===== config.mk =====
export PLATFORM = sky130hd
export DESIGN_NAME = tmc_sqrt_chain
export DESIGN_NICKNAME = d
export VERILOG_FILES = /design/src/hw/rtl/tmc_pkg.sv /design/src/hw/rtl/tmc_sqrt_cell.sv /design/src/hw/rtl/tmc_sqrt_chain.sv
export SDC_FILE = /design/constraint.sdc
export NUM_CORES = 2
export LEC_CHECK = 0
export ABC_AREA = 0
export BUFFER_PORTS_ARGS = -buffer_cell sky130_fd_sc_hd__buf_2
export CAP_MARGIN = 10
export CORE_ASPECT_RATIO = 1.1
export CORE_MARGIN = 5
export CORE_UTILIZATION = 55
export CTS_BUF_LIST = sky130_fd_sc_hd__clkbuf_2 sky130_fd_sc_hd__clkbuf_4 sky130_fd_sc_hd__clkbuf_8
export DETAILED_ROUTE_END_ITERATION = 12
export HOLD_SLACK_MARGIN = 0.12
export PLACE_DENSITY = 0.71
export SYNTH_ARGS = -nofsm -noshare
export SYNTH_HDL_FRONTEND = slang
export SYNTH_SLANG_ARGS = --single-unit
export TNS_END_PERCENT = 100

===== constraint.sdc =====
create_clock -name clk -period 10.3 [get_ports clk]
set_input_delay 1.03 -clock clk [delete_from_list [all_inputs] [get_ports clk]]
set_output_delay 1.03 -clock clk [all_outputs]
set_load 0.005 [all_outputs]

===== src/hw/rtl/tmc_pkg.sv =====
// shared types and constants for the triangle measure block
package tmc_pkg;

  localparam int COORD_BITS_DEF = 16;
  localparam int FRAC_BITS_DEF = 8;
  localparam int SIDE_W = 25;
  localparam int PERIM_W = 27;
  localparam int AREA_W = 40;

  typedef enum logic [1:0] {
    KIND_SCALENE = 2'd0,
    KIND_ISOSCELES = 2'd1,
    KIND_EQUILATERAL = 2'd2
  } kind_t;

  typedef struct packed {
    logic signed [COORD_BITS_DEF-1:0] ax;
    logic signed [COORD_BITS_DEF-1:0] ay;
    logic signed [COORD_BITS_DEF-1:0] bx;
    logic signed [COORD_BITS_DEF-1:0] by;
    logic signed [COORD_BITS_DEF-1:0] cx;
    logic signed [COORD_BITS_DEF-1:0] cy;
  } tri_in_t;

  typedef struct packed {
    logic [SIDE_W-1:0] side_ab;
    logic [SIDE_W-1:0] side_bc;
    logic [SIDE_W-1:0] side_ca;
    logic [PERIM_W-1:0] perimeter;
    logic [AREA_W-1:0] area;
    logic [1:0] kind;
  } tri_out_t;

endpackage


===== src/hw/rtl/tmc_sqrt_cell.sv =====
// one restoring square root step, registered
module tmc_sqrt_cell import tmc_pkg::*; #(
  parameter int RAD_W = 66,
  parameter int ROOT_W = 33,
  parameter int STEP = 0
) (
  input  logic              clk,
  input  logic              en,
  input  logic [RAD_W-1:0]  rem_in,
  input  logic [ROOT_W-1:0] root_in,
  output logic [RAD_W-1:0]  rem_out,
  output logic [ROOT_W-1:0] root_out
);

  localparam int SH = 2 * (ROOT_W - 1 - STEP);

  logic [RAD_W+1:0] trial;
  logic [RAD_W+1:0] rem_ext;

  // trial = (2*root+1) << shift, root holds upper bits already decided
  always_comb begin
    trial = ({{(RAD_W+2-ROOT_W){1'b0}}, root_in} << (ROOT_W - STEP))
          | ({{(RAD_W+1){1'b0}}, 1'b1} << SH);
    rem_ext = {2'b00, rem_in};
  end

  always_ff @(posedge clk) begin
    if (en) begin
      if (rem_ext >= trial) begin
        rem_out <= RAD_W'(rem_ext - trial);
        root_out <= root_in | (ROOT_W'(1) << (ROOT_W - 1 - STEP));
      end else begin
        rem_out <= rem_in;
        root_out <= root_in;
      end
    end
  end

endmodule


===== src/hw/rtl/tmc_sqrt_chain.sv =====
// pipelined square root built as a row of step cells
module tmc_sqrt_chain import tmc_pkg::*; #(
  parameter int RAD_W = 66,
  parameter int ROOT_W = 33
) (
  input  logic              clk,
  input  logic              en,
  input  logic [RAD_W-1:0]  rad,
  output logic [ROOT_W-1:0] root
);

  logic [RAD_W-1:0] rem_q [ROOT_W+1];
  logic [ROOT_W-1:0] root_q [ROOT_W+1];

  assign rem_q[0] = rad;
  assign root_q[0] = '0;

  for (genvar i = 0; i < ROOT_W; i++) begin : g_cell
    tmc_sqrt_cell #(.RAD_W(RAD_W), .ROOT_W(ROOT_W), .STEP(i)) u_cell (
      .clk(clk), .en(en),
      .rem_in(rem_q[i]), .root_in(root_q[i]),
      .rem_out(rem_q[i+1]), .root_out(root_q[i+1])
    );
  end

  assign root = root_q[ROOT_W];

endmodule


==> run_results.csv <==
group,metric,value,unit
logic_synthesis,synth_edf_count,2673,
final_layout,drive_gt1_frac,0.08704,
floorplanning,core_area,233700,um2
place,dpl.hpwl,250.1,mm
logic_synthesis,yosys.cell_types.count,88,
logic_synthesis,synthMuxAreaShare,0.006961,
worst_setup_path,crit_fanout,44,
worst_setup_path,critPathKind,"reg -> reg",
logic_synthesis,syn_area,129200,um2
routing,wl_per_cell,23.43,um
sta,period_needed,5.317,ns
routing,drtIter0Drc,9197,
sta,max_slew_margin,0.1459,
grt,grt_antenna_before_repair,19,
place,routabilityCongestion,0.9605,
floorplanning,die_h,518.4,um
worst_setup_path,worstPathRequired,11.05,ns
cts,post_cts_buffers,0,
grt,grt_pass1_vias,82964,
sta,worst_slack,4.983,ns
logic_synthesis,synthXorXnorAreaFrac,0.06370,
worst_setup_path,end_kind,"flop",
sta,rsz0062_at_grt,"no",
worst_setup_path,cp.arrival,6.07,ns
pwr,powerDensity,220.5,nW/um2
logic_synthesis,avgSynthCellArea,12.39,um2
worst_setup_path,critPathMaxStageDelay,0.97,ns
logic_synthesis,synth_fa_ha_area_frac,0.05712,
cts,cts_tree,"built",
routing,final_antenna_net_count,0,
routing,drc,0,
sta,fmax,188.1,MHz
cts,clock-root-buffer,"clkbuf_8",
place,io_buffers,100,
min_path,hp-class,"in -> reg",
worst_setup_path,r2r_cells,11,
worst_setup_path,critPathSlowestCell,"o211a_1",
logic_synthesis,ys_warn_count,0,
final_layout,synthToLayoutAreaGrowth,10.23,%
place,dpl-instance-area,133300,um2
final_layout,final_cell_mix,"edfxtp_1, nor2_1, inv_1, a21oi_1, nand2_1",
logic_synthesis,synthSimpleGateAreaFrac,0.1253,
cts,cts_buffers,424,
grt,overflow,0,
final_layout,design_area,142500,um2
sta,timing.final.crit_share,0.5162,
routing,wirelength,335.1,mm
min_path,min_path_cells,2,
grt,grt_pass1_wl,502.2,mm
worst_setup_path,worstPathCellList,"nor4_1, nand2_1, nor4_1, buf_4, nand2_1, nor4b_1, o211a_1, inv_2, o211a_1, nand4b_1, xnor2_1",
sta,drv_slew,0,
worst_setup_path,critical_path.startpoint_type,"flop",
cts,path_clk_slew,0.06,ns
floorplanning,fp.dieArea,244800,um2
logic_synthesis,syn_nets,11091,
floorplanning,pin_count,101,
sta,setup_viol,0,
routing,drt_pass1_iterations,6,
cts,clkSinkCount,2673,
logic_synthesis,ys.flop_type,"edfxtp_1",
pwr,power,31.42,mW
floorplanning,initial_utilization,0.5531,
pwr,ir_drop,137.4,uV
sta,fin_skew,0.09663,ns
cts,cts_buffer_depth,4,
grt,grt_usage,0.2666,
final_layout,final_common_cell,"edfxtp_1",
logic_synthesis,synth_compound_area_frac,0.09737,
floorplanning,placementRows,186,
logic_synthesis,ys_ff_latch,2673,
sta,hold_viol_final,0,
cts,htreeDepth,5,
routing,vias,85532,
final_layout,final_util,0.6097,
pwr,p_leak,53.68,nW
cts,clk_latency,1.04,ns
floorplanning,die_x,472.2,um
routing,via_per_inst,5.982,
final_layout,fin_nets,11511,
sta,fin_tns_setup,0,ns
logic_synthesis,synth-seq-area-share,0.6211,
grt,grt_start_max_net_pins,201,
run_status,status,"finished, final reports clean",
sta,worstMarginPinSlew,1.273,ns
place,pre_cts_ws,5.058,ns
logic_synthesis,async_flop_share,0,
run,cap_violations,0,
logic_synthesis,postSynthCellCount,10433,
logic_synthesis,synth_top_family_by_area,"simple AND/OR/NAND/NOR gates",
layout make-up:
type                       instances  area [um2]
timing repair buffer             219        1674
tap                             3102        3881
antenna                            7       17.52
fill                           18292       91190
inverter                         743        2789
clock inverter                   229        1779
clock buffer                     534        6699
multi-input combinational       6792       45360
sequential                      2673       80270
per-stage QoR:
step	instances	hold WS, ns
finish	14299	0.2962
CTS	14290	0.1705
global placement	13462	0.4234
floorplan	10433	0.4166
global route	14294	0.2280
detailed placement	13463	0.4274
layer usage:
layer | part of all wire | track usage | vias up
li1 | - | - | 40017
met1 | 0.43 | 0.3678 | 41735
met2 | 0.47 | 0.4328 | 3135
met3 | 0.067 | 0.04468 | 637
met4 | 0.035 | 0.09050 | 8
met5 | 0.00013 | 0 | -
power breakdown:
part	switching [mW]	internal, mW
registers	1.26	13.9
logic	4.29	2.84
clock network	4.23	4.93
total	9.78	21.6
kinds of logic after synthesis:
logic type	Yosys count
AO/OA/AOI/OAI	2033
XOR/XNOR	940
adder cells (fa/ha/maj)	590
buffers and inverters	968
flip-flops	2673
multiplexers	81
AND/OR/NAND/NOR	3148
cell usage after synthesis (26+ instances only):
library cell	count	area, um2
a2111oi_0	30	262.8
a211o_1	26	227.7
a211oi_1	45	337.8
a21boi_0	27	202.7
a21o_1	219	1644
a21oi_1	720	3603
a31oi_1	57	356.6
and2_1	38	237.7
and3_1	48	300.3
clkbuf_1	192	720.7
edfxtp_1	2673	80270
ha_1	590	7382
inv_1	737	2766
mux2_2	71	799.5
nand2_1	656	2462
nand2b_1	109	681.9
nand3_1	181	905.9
nand3b_1	36	270.3
nand4_1	173	1082
nand4b_1	26	227.7
nor2_1	774	2905
nor2b_1	86	538.0
nor3_1	271	1356
nor3b_1	26	195.2
nor4_1	355	2221
nor4b_1	60	525.5
o211ai_1	46	345.3
o21a_1	111	833.3
o21ai_0	453	2267
o21bai_1	65	488.0
o31ai_1	59	442.9
or2_2	43	269.0
or3_1	117	732.0
or4_1	78	585.6
xnor2_1	453	3968
xor2_1	487	4265
final timing paths:
check                                 start                              to  slack, ns
max reg2reg   g_cell[29].u_cell.rem_out[44]   g_cell[30].u_cell.rem_out[57]       4.98
min                                 rad[64]   g_cell[0].u_cell.root_out[32]       0.30
min reg2reg  g_cell[29].u_cell.root_out[19]  g_cell[30].u_cell.root_out[19]       0.42
max           g_cell[29].u_cell.rem_out[44]   g_cell[30].u_cell.rem_out[57]       4.98
worst max-delay path, delay by kind of cell, from the launching register on:
| kind | cells | cell delay [ns] |
|---|---|---|
| flip-flops | 1 | 0.44 |
| AND/OR/NAND/NOR | 6 | 2.25 |
| buffers and inverters | 2 | 0.85 |
| AO/OA/AOI/OAI | 2 | 1.41 |
| XOR/XNOR | 1 | 0.08 |
repair_timing:
| item | in CTS | in global routing |
|---|---|---|
| gates resized for setup | 0 | 0 |
| hold buffers | 64 | 0 |
| hold endpoints to repair | 64 | 0 |
state kept, by name (all words and copies together), names as in the netlist:
signal,count
g_cell.u_cell.rem_out,2112
g_cell.u_cell.root_out,561
Power figures use the tool's default switching activity.
